$ cat config.mk
export PLATFORM = sky130hd
export DESIGN_NAME = y86_regs
export DESIGN_NICKNAME = d
export VERILOG_FILES = /design/src/sv/y86_pkg.sv /design/src/sv/y86_regs.sv
export SDC_FILE = /design/constraint.sdc
export NUM_CORES = 1
export LEC_CHECK = 0
export BUFFER_PORTS_ARGS = -buffer_cell sky130_fd_sc_hd__clkbuf_2
export CAP_MARGIN = 30
export CORE_MARGIN = 8
export CORE_UTILIZATION = 25
export CTS_BUF_LIST = sky130_fd_sc_hd__clkbuf_2
export CTS_CLUSTER_SIZE = 16
export DETAILED_ROUTE_END_ITERATION = 10
export GPL_TIMING_DRIVEN = 0
export PLACE_DENSITY = 0.42
export REMOVE_ABC_BUFFERS = 1
export SETUP_SLACK_MARGIN = 0.2
export SLEW_MARGIN = 25
export SYNTH_ARGS = -nofsm -noshare
export SYNTH_HDL_FRONTEND = slang
export SYNTH_SLANG_ARGS = --single-unit
$ cat constraint.sdc
create_clock -name clk -period 5.78 [get_ports clk]
set_input_delay 0.289 -clock clk [delete_from_list [all_inputs] [get_ports clk]]
set_output_delay 0.289 -clock clk [all_outputs]
set_load 0.01 [all_outputs]
$ cat src/sv/y86_pkg.sv
`timescale 1ns / 1ps
// ----------------------------------------------------------------------------
// y86_pkg
// Shared types, codes and decode helpers for the sequential Y86-64 core.
// ----------------------------------------------------------------------------
package y86_pkg;

  localparam int MEM_BYTES = 4096;
  localparam int AW        = $clog2(MEM_BYTES);
  localparam logic [63:0] MEM_LIM  = 64'(MEM_BYTES);
  localparam logic [63:0] ADDR_MAX = MEM_LIM - 64'd8;

  localparam logic [3:0] NO_REG = 4'hF;
  localparam logic [3:0] RSP_ID = 4'd4;

  localparam logic [3:0] I_HALT   = 4'h0;
  localparam logic [3:0] I_NOP    = 4'h1;
  localparam logic [3:0] I_RRMOVQ = 4'h2;
  localparam logic [3:0] I_IRMOVQ = 4'h3;
  localparam logic [3:0] I_RMMOVQ = 4'h4;
  localparam logic [3:0] I_MRMOVQ = 4'h5;
  localparam logic [3:0] I_OPQ    = 4'h6;
  localparam logic [3:0] I_JXX    = 4'h7;
  localparam logic [3:0] I_CALL   = 4'h8;
  localparam logic [3:0] I_RET    = 4'h9;
  localparam logic [3:0] I_PUSHQ  = 4'hA;
  localparam logic [3:0] I_POPQ   = 4'hB;

  localparam logic [3:0] F_ADD = 4'h0;
  localparam logic [3:0] F_SUB = 4'h1;
  localparam logic [3:0] F_AND = 4'h2;
  localparam logic [3:0] F_XOR = 4'h3;

  localparam logic [3:0] C_ALW = 4'h0;
  localparam logic [3:0] C_LE  = 4'h1;
  localparam logic [3:0] C_L   = 4'h2;
  localparam logic [3:0] C_E   = 4'h3;
  localparam logic [3:0] C_NE  = 4'h4;
  localparam logic [3:0] C_GE  = 4'h5;
  localparam logic [3:0] C_G   = 4'h6;

  typedef enum logic [1:0] {
    ST_OK  = 2'd0,
    ST_HLT = 2'd1,
    ST_ADR = 2'd2,
    ST_INS = 2'd3
  } stat_t;

  typedef enum logic [2:0] {
    ALU_ADD,
    ALU_SUB,
    ALU_AND,
    ALU_XOR,
    ALU_ZERO
  } alu_fn_t;

  typedef struct packed {
    logic zf;
    logic sf;
    logic of;
  } cc_t;

  typedef enum logic [3:0] {
    S_CLEAR,
    S_IDLE,
    S_FB0,
    S_FREG,
    S_FC,
    S_RDA,
    S_RDB,
    S_EXEC,
    S_MEMW,
    S_MEMR,
    S_WBE,
    S_WBM,
    S_OUT
  } state_t;

  function automatic logic need_reg(input logic [3:0] ic);
    case (ic) inside
      I_RRMOVQ, I_IRMOVQ, I_RMMOVQ, I_MRMOVQ, I_OPQ, I_PUSHQ, I_POPQ: need_reg = 1'b1;
      default: need_reg = 1'b0;
    endcase
  endfunction

  function automatic logic need_imm(input logic [3:0] ic);
    case (ic) inside
      I_IRMOVQ, I_RMMOVQ, I_MRMOVQ, I_JXX, I_CALL: need_imm = 1'b1;
      default: need_imm = 1'b0;
    endcase
  endfunction

  function automatic logic cond_ok(input cc_t cc, input logic [3:0] fn);
    logic lt;
    lt = cc.sf ^ cc.of;
    case (fn)
      C_ALW:   cond_ok = 1'b1;
      C_LE:    cond_ok = lt | cc.zf;
      C_L:     cond_ok = lt;
      C_E:     cond_ok = cc.zf;
      C_NE:    cond_ok = ~cc.zf;
      C_GE:    cond_ok = ~lt;
      C_G:     cond_ok = ~lt & ~cc.zf;
      default: cond_ok = 1'b0;
    endcase
  endfunction

endpackage

$ cat src/sv/y86_regs.sv
`timescale 1ns / 1ps
// ----------------------------------------------------------------------------
// y86_regs
// Fifteen 64-bit registers with per-entry valid bits; id 15 reads zero.
// ----------------------------------------------------------------------------
module y86_regs (
  input  logic        clk,
  input  logic        rst_n,
  input  logic [3:0]  rd_idx,
  output logic [63:0] rd_data,
  input  logic        we,
  input  logic [3:0]  wr_idx,
  input  logic [63:0] wr_data
);

  logic [63:0] regs_r [15];
  logic [14:0] vld_r;

  always_ff @(posedge clk) begin
    if (!rst_n) begin
      vld_r <= '0;
    end else if (we && wr_idx != y86_pkg::NO_REG) begin
      vld_r[wr_idx] <= 1'b1;
    end
  end

  always_ff @(posedge clk) begin
    if (we && wr_idx != y86_pkg::NO_REG) begin
      regs_r[wr_idx] <= wr_data;
    end
  end

  always_comb begin
    if (rd_idx == y86_pkg::NO_REG || !vld_r[rd_idx]) begin
      rd_data = '0;
    end else begin
      rd_data = regs_r[rd_idx];
    end
  end

endmodule

Word-level counts from Yosys, hierarchy flattened
Memory sizes are Yosys's and may differ from the RTL's.
Index checks and enable logic that the tools add are counted.
- memory bits (read-only): 0
- bits in registers: 15
- memories: 1
- bits in writable memories: 960
- output and inout port bits: 64
- latch bits: 0
- word-level logic and storage cells: 19
- add/subtract/negate cells: 0
- equality and inequality tests: 2
- $lt $le $gt $ge: 3
- shifts and indexed selects: 0
- $mul: 0
- divide/modulo/power cells: 0
- reduce and logical (&&, ||, !) cells: 4
- mux-type cells: 7
- bitwise gates (word level): 1
- memories (name ; depth ; width ; read ports ; clocked after Yosys merged registers in ; wr ports ; line ; text):
    regs_r ; 15 ; 64 ; 1 ; 0 ; 1 ; y86_regs.sv:16 ; logic [63:0] regs_r [15];
- operator list (cell ; number):
    $mux W64 ; 1
    $or A15 B15 Y15 ; 1
    $lt A4 B5 Y1 const B ; 2
    $bmux W1 S4 ; 1
    $demux W1 S4 ; 1
    $eq A4 B4 Y1 const B ; 1
    $ge A4 B1 Y1 const B ; 1
    $mux W1 ; 4
    $ne A4 B4 Y1 const B ; 1
    $logic_and A1 B1 Y1 ; 2
    $logic_not A1 Y1 ; 1
    $logic_or A1 B1 Y1 ; 1

Depth between registers and ports, before layout
- depth in word-level cells: 5
- depth in mapped cells: 8
- depth with buffers taken out: 4

Worst setup path after synthesis
Ideal clock, no wire load.
- path kind: in2reg
- start point: in wr_idx[0]
- end point: mem regs_r[0][0] (enable)
- arrival: 5203 ps
- cell stages on the path: 2
- setup time: 568 ps
- path buffers: 0
- slack: 9 ps
- path through: or3b_2 -> nor3_1
- longest elaborated chain between the ends: 4
- ends and longest elaborated chain (element ; line ; text):
    start, declared ; y86_regs.sv:12 ; input logic [3:0] wr_idx,
    $ne A4 B4 Y1 ; y86_regs.sv:28 ; if (we && wr_idx != y86_pkg::NO_REG) begin
    $logic_and A1 B1 Y1 ; y86_regs.sv:28 ;
    $mux W1 ; y86_regs.sv:28 ;
    $mux W1 (not written as such) ; y86_regs.sv:29 ; regs_r[wr_idx] <= wr_data;
    end, declared ; y86_regs.sv:16 ;
Parallel ways exist; a longest one is shown, timed or not.

Worst setup path in the final report
- start point: reg vld_r[14]
- end point: out rd_data[28]
- longest elaborated chain between the ends: 5
- ends and longest elaborated chain (element ; line ; text):
    start, declared ; y86_regs.sv:17 ; logic [14:0] vld_r;
    start signal, assigned ; y86_regs.sv:21 ; vld_r <= '0;
    start signal, assigned by index ; y86_regs.sv:23 ; vld_r[wr_idx] <= 1'b1;
    $bmux W1 S4 ; y86_regs.sv:34 ; if (rd_idx == y86_pkg::NO_REG || !vld_r[rd_idx]) begin
    $mux W1 (not written as such) ; y86_regs.sv:34 ;
    $logic_not A1 Y1 ; y86_regs.sv:34 ;
    $logic_or A1 B1 Y1 ; y86_regs.sv:34 ;
    $mux W64 ; y86_regs.sv:34 ;
    end, declared ; y86_regs.sv:10 ; output logic [63:0] rd_data,
No other way between the ends. The select of a mux whose other input is x is not followed.

==> flow_summary.json <==
{
  "outcome": "finished, final reports clean",
  "grtUsageTotal_pct": 12.32,
  "die_h_um": 400.4,
  "routed_wl_um": 100900,
  "fin_cells": 4366,
  "setup_violations": 0,
  "synthAdderAreaFrac_pct": 0,
  "rsz0062_at_grt": "no",
  "synth_compound_area_share_pct": 3.912,
  "drtIter0Drc": 1470,
  "tns_ps": 0,
  "grt_pass1_vias": 20740,
  "worstPathMaxFanout": 25,
  "final_nets": 2345,
  "io_buffer_count": 138,
  "dp_hpwl_um": 65340,
  "worst_pin_slew_ps": 981.9,
  "peakVddDrop_mv": 0.1690,
  "area.growth.synth_to_final_pct": 24.08,
  "synthSimpleGateAreaFrac_pct": 1.091,
  "cts_max_path_buffers": 3,
  "start_kind": "register",
  "rows": 141,
  "dp.cells": 3816,
  "end_kind": "primary output",
  "post_cts_resized": 0,
  "dieArea_sq_um": 160300,
  "p_per_area_nw_per_um2": 287.9,
  "overflow": 0,
  "antenna_found_initial": 15,
  "vias": 19310,
  "core_area_sq_um": 147300,
  "fmax_mhz": 247.1,
  "crit_arrival_ps": 3760,
  "io_pins": 139,
  "final_common_cell": "edfxtp_1",
  "synth_top_family_by_area": "multiplexers",
  "postLayoutSetupSlackWorst_ps": 1732,
  "fin_crit_sh_pct": 70.03,
  "gp_congestion": 0.6470,
  "syn_avg_cell_area_sq_um": 21.66,
  "ys_types": 29,
  "mostFrequentLayoutCells": "960 x edfxtp_1, 471 x clkbuf_2, 191 x mux4_2",
  "clk-insertion-delay-late_ps": 1510,
  "fin_util_pct": 31.11,
  "slew_headroom_pct": 34.54,
  "cts_tree": "built",
  "hold_violations": 0,
  "skew_ps": 0,
  "post_drt_wl_per_cell_um": 23.12,
  "cts_buffers": 232,
  "synth-xor-area-share_pct": 0,
  "grt_pass1_wl_um": 145400,
  "layout_min_cycle_time_ps": 4048,
  "maxCapViolCount": 0,
  "grt_max_degree": 67,
  "crit_chain": "mux2i_1, o211ai_1, nand3_4, o22ai_1, clkbuf_2",
  "synth_seq_cells": 975,
  "cts_root_buf": "clkbuf_2",
  "synthesis.instances": 1705,
  "yosysWarnings": 0,
  "crit_type": "reg2out",
  "drive_above_1_share_pct": 34.76,
  "cts.htree.levels": 4,
  "crit_path_max_incr_delay_ps": 620,
  "drc": 0,
  "slew_viol_final": 0,
  "clk_pin_slew_ps": 100,
  "die_w_um": 400.4,
  "clock-sinks": 975,
  "first_pass_iters": 6,
  "worstPathRequired_ps": 5490,
  "min_path_type": "in2reg",
  "slowest_stage": "o22ai_1",
  "postRouteAntennaNets": 0,
  "syn_area_sq_um": 36940,
  "p_leak_nw": 15.27,
  "start_util_pct": 25.07,
  "synth.yosys.seq_area_share_pct": 78.86,
  "synthMuxAreaShare_pct": 14.88,
  "post-place-ws_ps": 2066,
  "viasPerCell": 4.422
}
per-layer routing:
layer,wire (um),global-route usage [%]
met4,1960,4.159
met5,13,0
met2,47360,19.38
met1,45870,16.75
met3,5725,2.924
Yosys cell counts:
cell type	count	area (sq um)
buf_6	2	22.52
a22oi_1	83	623.1
o22ai_1	25	156.4
o21ai_0	60	300.3
or2_1	1	6.260
nand2b_1	3	18.77
mux4_2	191	4302
nand3_1	2	10.01
a31oi_1	1	6.260
o221ai_1	4	35.03
nor3_1	4	20.02
or3b_2	1	8.760
buf_4	10	75.07
dfxtp_1	15	300.3
buf_2	40	200.2
o211ai_1	1	7.510
edfxtp_1	960	28830
a22o_1	1	8.760
o21a_1	15	112.6
nand2_1	62	232.7
nand3b_1	3	22.52
mux2i_1	115	1151
nor2b_1	4	25.02
clkbuf_1	36	135.1
mux2_2	4	45.04
nor2_1	14	52.55
buf_1	8	30.03
and2_1	1	6.260
a21oi_1	39	195.2
cell type report:
| type | count | area, sq um |
|---|---|---|
| repair buffers | 427 | 4763 |
| multi-input cells | 634 | 7506 |
| well taps | 1930 | 2415 |
| fillers | 14390 | 101500 |
| clock buffers | 336 | 1682 |
| flip-flops and latches | 975 | 29130 |
| diodes | 11 | 27.53 |
| clock inverters | 53 | 309.0 |
power by group:
part           switching [W]  total, W  leakage [nW]  internal (W)
clock                0.00267   0.00438          1.55       0.00171
sequential         0.0000297   0.00793          8.79       0.00790
combinational       0.000487  0.000885          4.93      0.000398
total                0.00319    0.0132          15.3        0.0100
per-stage QoR:
stage | hold slack, ps | area [sq um] | power [W]
2_1_floorplan | 387.9 | 36470 | 0.008421
3_3_place_gp | 440.5 | 39580 | 0.008970
3_5_place_dp | 454.2 | 42310 | 0.008911
4_1_cts | 61.60 | 45800 | 0.01346
5_1_grt | 263.1 | 45810 | 0.01384
6_report | 371.7 | 45830 | 0.01320
state kept, by name, indices dropped and copies added, names as in the netlist:
register and count:
regs_r 960, vld_r 15
critical path, delay by kind of cell, from the launching register on:
kind / cells / cell delay (ps)
flip-flops: 1 / 350
buffers and inverters: 1 / 220
multiplexers: 1 / 70
AO/OA/AOI/OAI: 2 / 1030
AND/OR/NAND/NOR: 1 / 580
what timing repair did:
action                     CTS  global route
hold buffers               150             0
hold endpoints to repair  1901             0
buffers inserted             0             0
worst paths after layout:
path                          start                  endpoint  slack (ps)  depth (start not counted)
max reg2reg   vld_r[5]$_SDFFE_PN0P_     vld_r[5]$_SDFFE_PN0P_        4630                          2
min reg2reg   vld_r[2]$_SDFFE_PN0P_     vld_r[2]$_SDFFE_PN0P_         470                          1
min                     wr_data[55]  regs_r[11][55]$_DFFE_PP_         370                          3
max          vld_r[14]$_SDFFE_PN0P_               rd_data[28]        1730                          5
cells by family (layout without fill, tap and decap cells):
family,Yosys count,after routing
buffers and inverters,96,816
AND/OR/NAND/NOR,95,95
other,0,11
AO/OA/AOI/OAI,229,229
flip-flops,975,975
multiplexers,310,310
Power figures use the tool's default switching activity.
