`config.mk`:
```
export PLATFORM = sky130hd
export DESIGN_NAME = y86_alu
export DESIGN_NICKNAME = d
export VERILOG_FILES = /design/src/sv/y86_pkg.sv /design/src/sv/y86_alu.sv
export SDC_FILE = /design/constraint.sdc
export NUM_CORES = 1
export LEC_CHECK = 0
export BUFFER_PORTS_ARGS = -buffer_cell sky130_fd_sc_hd__buf_4
export CAP_MARGIN = 20
export CORE_ASPECT_RATIO = 1.1
export CORE_MARGIN = 2
export CORE_UTILIZATION = 59
export DETAILED_ROUTE_END_ITERATION = 10
export GPL_TIMING_DRIVEN = 0
export PLACE_DENSITY_LB_ADDON = 0.05
export REMOVE_ABC_BUFFERS = 1
export SYNTH_ARGS = -nofsm -noshare
export SYNTH_HDL_FRONTEND = slang
export SYNTH_SLANG_ARGS = --single-unit
```
`constraint.sdc`:
```
create_clock -name vclk -period 24.7
set_clock_uncertainty 0.1 [all_clocks]
set_input_delay 4.94 -clock vclk [all_inputs]
set_output_delay 4.94 -clock vclk [all_outputs]
set_load 0.02 [all_outputs]
```
`src/sv/y86_pkg.sv`:
```
`timescale 1ns / 1ps
// ----------------------------------------------------------------------------
// y86_pkg
// Shared types, codes and decode helpers for the sequential Y86-64 core.
// ----------------------------------------------------------------------------
package y86_pkg;

  localparam int MEM_BYTES = 4096;
  localparam int AW        = $clog2(MEM_BYTES);
  localparam logic [63:0] MEM_LIM  = 64'(MEM_BYTES);
  localparam logic [63:0] ADDR_MAX = MEM_LIM - 64'd8;

  localparam logic [3:0] NO_REG = 4'hF;
  localparam logic [3:0] RSP_ID = 4'd4;

  localparam logic [3:0] I_HALT   = 4'h0;
  localparam logic [3:0] I_NOP    = 4'h1;
  localparam logic [3:0] I_RRMOVQ = 4'h2;
  localparam logic [3:0] I_IRMOVQ = 4'h3;
  localparam logic [3:0] I_RMMOVQ = 4'h4;
  localparam logic [3:0] I_MRMOVQ = 4'h5;
  localparam logic [3:0] I_OPQ    = 4'h6;
  localparam logic [3:0] I_JXX    = 4'h7;
  localparam logic [3:0] I_CALL   = 4'h8;
  localparam logic [3:0] I_RET    = 4'h9;
  localparam logic [3:0] I_PUSHQ  = 4'hA;
  localparam logic [3:0] I_POPQ   = 4'hB;

  localparam logic [3:0] F_ADD = 4'h0;
  localparam logic [3:0] F_SUB = 4'h1;
  localparam logic [3:0] F_AND = 4'h2;
  localparam logic [3:0] F_XOR = 4'h3;

  localparam logic [3:0] C_ALW = 4'h0;
  localparam logic [3:0] C_LE  = 4'h1;
  localparam logic [3:0] C_L   = 4'h2;
  localparam logic [3:0] C_E   = 4'h3;
  localparam logic [3:0] C_NE  = 4'h4;
  localparam logic [3:0] C_GE  = 4'h5;
  localparam logic [3:0] C_G   = 4'h6;

  typedef enum logic [1:0] {
    ST_OK  = 2'd0,
    ST_HLT = 2'd1,
    ST_ADR = 2'd2,
    ST_INS = 2'd3
  } stat_t;

  typedef enum logic [2:0] {
    ALU_ADD,
    ALU_SUB,
    ALU_AND,
    ALU_XOR,
    ALU_ZERO
  } alu_fn_t;

  typedef struct packed {
    logic zf;
    logic sf;
    logic of;
  } cc_t;

  typedef enum logic [3:0] {
    S_CLEAR,
    S_IDLE,
    S_FB0,
    S_FREG,
    S_FC,
    S_RDA,
    S_RDB,
    S_EXEC,
    S_MEMW,
    S_MEMR,
    S_WBE,
    S_WBM,
    S_OUT
  } state_t;

  function automatic logic need_reg(input logic [3:0] ic);
    case (ic) inside
      I_RRMOVQ, I_IRMOVQ, I_RMMOVQ, I_MRMOVQ, I_OPQ, I_PUSHQ, I_POPQ: need_reg = 1'b1;
      default: need_reg = 1'b0;
    endcase
  endfunction

  function automatic logic need_imm(input logic [3:0] ic);
    case (ic) inside
      I_IRMOVQ, I_RMMOVQ, I_MRMOVQ, I_JXX, I_CALL: need_imm = 1'b1;
      default: need_imm = 1'b0;
    endcase
  endfunction

  function automatic logic cond_ok(input cc_t cc, input logic [3:0] fn);
    logic lt;
    lt = cc.sf ^ cc.of;
    case (fn)
      C_ALW:   cond_ok = 1'b1;
      C_LE:    cond_ok = lt | cc.zf;
      C_L:     cond_ok = lt;
      C_E:     cond_ok = cc.zf;
      C_NE:    cond_ok = ~cc.zf;
      C_GE:    cond_ok = ~lt;
      C_G:     cond_ok = ~lt & ~cc.zf;
      default: cond_ok = 1'b0;
    endcase
  endfunction

endpackage

```
`src/sv/y86_alu.sv`:
```
`timescale 1ns / 1ps
// ----------------------------------------------------------------------------
// y86_alu
// Shared 64-bit unit: b op a for add, sub, and, xor (else zero), with condition flags.
// ----------------------------------------------------------------------------
module y86_alu (
  input  logic [63:0]      a,
  input  logic [63:0]      b,
  input  y86_pkg::alu_fn_t fn,
  output logic [63:0]      res,
  output y86_pkg::cc_t     flags
);

  logic na, nb, nr, pa, pb;

  always_comb begin
    unique case (fn)
      y86_pkg::ALU_ADD: res = b + a;
      y86_pkg::ALU_SUB: res = b - a;
      y86_pkg::ALU_AND: res = b & a;
      y86_pkg::ALU_XOR: res = b ^ a;
      default:          res = '0;
    endcase
    na = a[63];
    nb = b[63];
    nr = res[63];
    pa = !na && (a != '0);
    pb = !nb && (b != '0);
    flags.zf = (res == '0);
    flags.sf = nr;
    case (fn)
      y86_pkg::ALU_ADD: flags.of = (pa && pb && nr) || (na && nb && !nr);
      y86_pkg::ALU_SUB: flags.of = (pb && na && nr) || (nb && pa && !nr);
      default:          flags.of = 1'b0;
    endcase
  end

endmodule

```
[Word level (Yosys, flattened, before mapping)]
Index checks and enable logic that the tools add are counted.
Word-level totals
  bits in registers: 0
  bits of input ports: 131
  output and inout bits: 67
  logic and storage cells: 28
Operators by class
  add/subtract/negate cells: 2
  equality and inequality tests: 3
  mux-type cells: 2
  bitwise operators: 2
  reduce and logical (&&, ||, !) cells: 19
Operators with widths (count)
  $pmux 64 s4: 1
  $reduce_bool 64->1: 2
  $add 64x64->64: 1
  $and 64x64->64: 1
  $logic_not 64->1: 1
  $sub 64x64->64: 1
  $xor 64x64->64: 1
  $logic_and 1x1->1: 10
  $eq 3x2->1 const B: 2
  $eq 3x1->1 const B: 1
  $logic_not 1->1: 3
  $logic_not 3->1: 1
  $logic_or 1x1->1: 2
  $pmux 1 s2: 1

[Longest topological paths before layout]
  depth after elaboration: 6
  depth in mapped cells: 23
  gate-level depth less buffers: 22

[Least setup slack after synthesis]
OpenSTA, ideal clock, no wires.
  path kind: input to output
  start point: in fn[2]
  end point: out flags[2] in the netlist's numbering
  arrival: 10.066 ns
  data required time: 19.660 ns
  path slack: 9.594 ns
  cell stages on the path: 21
  buffers on the path: 4
  path through: clkbuf_1 nor2_1 clkbuf_1 clkbuf_1 nand2_1 clkbuf_1 nand2_1 o21ai_0 fa_1 nand2b_1 a2111oi_1 a211oi_2 o31ai_2 a21oi_1 xor2_1 o22ai_1 a2111o_1 a2111o_1 a2111oi_4 nand4_1 nor2_1
RTL lines
  start: declaration: line y86_alu.sv:9  | input y86_pkg::alu_fn_t fn,
  end: declaration: line y86_alu.sv:11  | output y86_pkg::cc_t flags

==> results summary <==
The total routing usage reported by global routing came out at 0.415. The delay contributed by the slowest stage of the critical path came out at 0.86 ns. The number of instances in the synthesized netlist is 1189. After detailed routing, the wire length on met1 is 12000 um.

The detail-routed via count per cell came out at 6.84. The total placed instance area came out at 0.00977 sq mm. The sequential share of the synthesized area is 0. Of all nets on the critical path, the largest fanout is 36. The die boundary width is 117 um. The leakage power came out at 4.43 nW.

The post-route cell area came out at 0.00980 sq mm. The number of detailed-routing iterations run before antenna repair came out at 5. The post-route setup TNS came out at 0 ns. The highest metal layer carrying signal wires in the routed design is met4. The slowest stage of the critical path is the sky130_fd_sc_hd__nor2_4 cell.

The top-level I/O count is 198. The per-cell routed wire length came out at 21.5 um. The hold violation count in the final report came out at 0. During synthesis, Yosys emitted a total of 0 warnings. The portion of the clock cycle consumed by the worst path in the final layout is 0.676. The element type at the critical path start is an input pin. The library cells used most frequently in the layout, excluding fill and tap cells, are 198 x sky130_fd_sc_hd__buf_4, 128 x sky130_fd_sc_hd__ha_1, 116 x sky130_fd_sc_hd__a21oi_1, 103 x sky130_fd_sc_hd__nor2_1, 95 x sky130_fd_sc_hd__nand2_1.

The total of cells resized after clock tree synthesis came out at 0. The power per standard cell area is 32.0 mW/mm^2. The effective utilization at floorplan came out at 0.601. The fraction of final layout cells sized beyond drive strength 1 is 0.184. The floorplan has 45 rows.

The routed design uses 15200 um of met2 wire. Registers take 0 sq um. The count of pins over their slew limit came out at 0. Buffers placed on the I/O ports in this run total 198.

The number of antenna repair diodes came out at 0. The floorplan die area is 0.0149 sq mm. From synthesis to final layout, the design area changed by 18.8%.

The first routing iteration left 1074 violations. The worst setup path is captured at an output pin. The required time at the worst-slack endpoint is 19.66 ns.

The placer's final routability congestion estimate is 1.03. Traced cell by cell, the critical path runs through buf_4 > nor2_4 > nand2_1 > buf_16 > nand2_1 > o21ai_0 > fa_1 > nand2b_1 > a2111oi_1 > a211oi_2 > o31ai_2 > and3_4 > nor2_4 > a2111oi_0 > o311ai_0 > o21ba_2 > nand4_1 > nor2_1 > buf_4. The count of endpoints failing setup in the final report is 0. The final-layout clock buffer total is 0. The hold-fix buffer count after cts came out at 0.

The initial antenna violation count is 0. The mapped cell area came out at 0.00825 sq mm. The headroom to the max-slew limit is 0.289. The detailed placement HPWL came out at 26400 um. For this run the aggregate overflow at the end of global routing stands at 0. The sequential cell count came out at 0. The tightest min-delay check is of the in2out type. The worst voltage drop across the vdd grid came out at 18.6 uV. The mean cell area of the mapped netlist came out at 6.94 sq um. The area of the core region came out at 0.0137 sq mm. The number of vias after detailed routing came out at 10300. The most common library cell in the layout ignoring fill and taps is sky130_fd_sc_hd__buf_4. Entering global routing, the biggest net connects 76 pins. For this block, the routed nets add up to 32500 um of wire. The total buffers and inverters traversed by the critical path came out at 3. The number of different library cells in the post-synthesis netlist is 86. The first global-routing pass estimated 49300 um of wire. The length of routed met3 wiring is 2640 um. The post-route minimum period came out at 16.71 ns. In this design, the largest share of critical-path delay is due to compound AO/OA/AOI/OAI gates. Data arrives at the worst endpoint at 11.67 ns. Post-CTS timing repair inserted 0 buffers for setup. The transition time at the pin with the least slew margin came out at 1.06 ns.

The fmax came out at 0.0599 GHz. The via count of the first global-routing pass is 9595. The flow ran to the end, and the final reports show no timing, DRC or antenna violations. In this run the remaining antenna-violating nets after routing total 0. In this run the vertical extent of the chip is 128 um. The net count of the finished layout is 1586. The critical path in this run is classified as in2out. The number of remaining DRC errors is 0. Setup repair after global routing left no endpoint under its margin. The number of max-cap violations came out at 0.
## logic make-up (layout without fill, tap and decap cells)
group                    after synthesis  in the layout  synth area share
adder cells (fa/ha/maj)              129            129             0.197
AND/OR/NAND/NOR                      402            402             0.247
multiplexers                          63             63            0.0772
AO/OA/AOI/OAI                        393            393             0.318
XOR/XNOR                             107            107             0.114
buffers and inverters                 95            230            0.0472
## cell type report
| type | instances | area (sq um) |
|---|---|---|
| multi-input cells | 1094 | 7870 |
| fillers | 1248 | 3940 |
| repair buffers | 202 | 1590 |
| well taps | 188 | 235 |
| inverters | 28 | 105 |
## routing by layer
layer,vias up,global-route usage
met5,-,0
met4,0,0.286
met3,169,0.0530
li1,4829,-
met2,572,0.712
met1,4776,0.472
## path summary, 6_finish.rpt
| kind | startpoint | to | slack, ns | cells past startpoint |
|---|---|---|---|---|
| setup / recovery | fn[1] | flags[2] | 7.99 | 19 |
| hold / removal | a[0] | res[0] | 10.29 | 4 |
## report_power, final
group          switching (mW)  internal (mW)
logic                   0.189          0.124
clock network               0              0
registers                   0              0
total                   0.189          0.124
## cells in the mapped netlist (4+ instances only)
| library cell | number | share of area |
|---|---|---|
| sky130_fd_sc_hd__ha_1 | 128 | 0.19 |
| sky130_fd_sc_hd__o21ai_1 | 6 | 0.0036 |
| sky130_fd_sc_hd__a211oi_1 | 17 | 0.015 |
| sky130_fd_sc_hd__o21bai_1 | 13 | 0.012 |
| sky130_fd_sc_hd__nand3_1 | 21 | 0.013 |
| sky130_fd_sc_hd__nor2b_1 | 12 | 0.0091 |
| sky130_fd_sc_hd__nand4_1 | 38 | 0.029 |
| sky130_fd_sc_hd__nor3_1 | 27 | 0.016 |
| sky130_fd_sc_hd__a31oi_1 | 13 | 0.0099 |
| sky130_fd_sc_hd__a21oi_1 | 116 | 0.070 |
| sky130_fd_sc_hd__and2_1 | 4 | 0.0030 |
| sky130_fd_sc_hd__clkbuf_1 | 36 | 0.016 |
| sky130_fd_sc_hd__and3_1 | 10 | 0.0076 |
| sky130_fd_sc_hd__or2_2 | 6 | 0.0046 |
| sky130_fd_sc_hd__or3_1 | 19 | 0.014 |
| sky130_fd_sc_hd__xor2_1 | 54 | 0.057 |
| sky130_fd_sc_hd__nor4_1 | 31 | 0.024 |
| sky130_fd_sc_hd__a41oi_1 | 4 | 0.0042 |
| sky130_fd_sc_hd__o211ai_1 | 6 | 0.0055 |
| sky130_fd_sc_hd__o21a_1 | 7 | 0.0064 |
| sky130_fd_sc_hd__o22ai_1 | 22 | 0.017 |
| sky130_fd_sc_hd__o31ai_1 | 13 | 0.012 |
| sky130_fd_sc_hd__o221ai_1 | 6 | 0.0064 |
| sky130_fd_sc_hd__a2111oi_0 | 6 | 0.0064 |
| sky130_fd_sc_hd__buf_1 | 7 | 0.0032 |
| sky130_fd_sc_hd__nand2_1 | 95 | 0.043 |
| sky130_fd_sc_hd__mux2_2 | 5 | 0.0068 |
| sky130_fd_sc_hd__inv_1 | 27 | 0.012 |
| sky130_fd_sc_hd__mux2i_1 | 58 | 0.070 |
| sky130_fd_sc_hd__buf_2 | 22 | 0.013 |
| sky130_fd_sc_hd__o21ai_0 | 70 | 0.042 |
| sky130_fd_sc_hd__a211o_1 | 10 | 0.011 |
| sky130_fd_sc_hd__nor2_1 | 104 | 0.047 |
| sky130_fd_sc_hd__a21o_1 | 30 | 0.027 |
| sky130_fd_sc_hd__xnor2_1 | 53 | 0.056 |
| sky130_fd_sc_hd__o41ai_1 | 7 | 0.0074 |
| sky130_fd_sc_hd__nand2b_1 | 10 | 0.0076 |
## worst min-delay path, stage by stage
cell and delay (ns):
sky130_fd_sc_hd__buf_4 0.11, sky130_fd_sc_hd__ha_1 0.13, sky130_fd_sc_hd__a211oi_1 0.10, sky130_fd_sc_hd__buf_4 0.16
## per-stage QoR
stage | hold slack, ns | utilization | std cells | setup slack, ns | power (mW)
floorplan | 9.86 | - | 1122 | 8.87 | 0.198
global placement | 10.26 | 0.705 | 1508 | 5.97 | 0.300
detailed placement | 10.27 | 0.711 | 1511 | 8.13 | 0.304
CTS | 10.28 | 0.711 | 1511 | 8.14 | 0.306
global route | 10.29 | 0.713 | 1512 | 7.72 | 0.338
finish | 10.29 | 0.713 | 1512 | 7.99 | 0.313
Note: power is estimated with default switching activity, not from simulation.
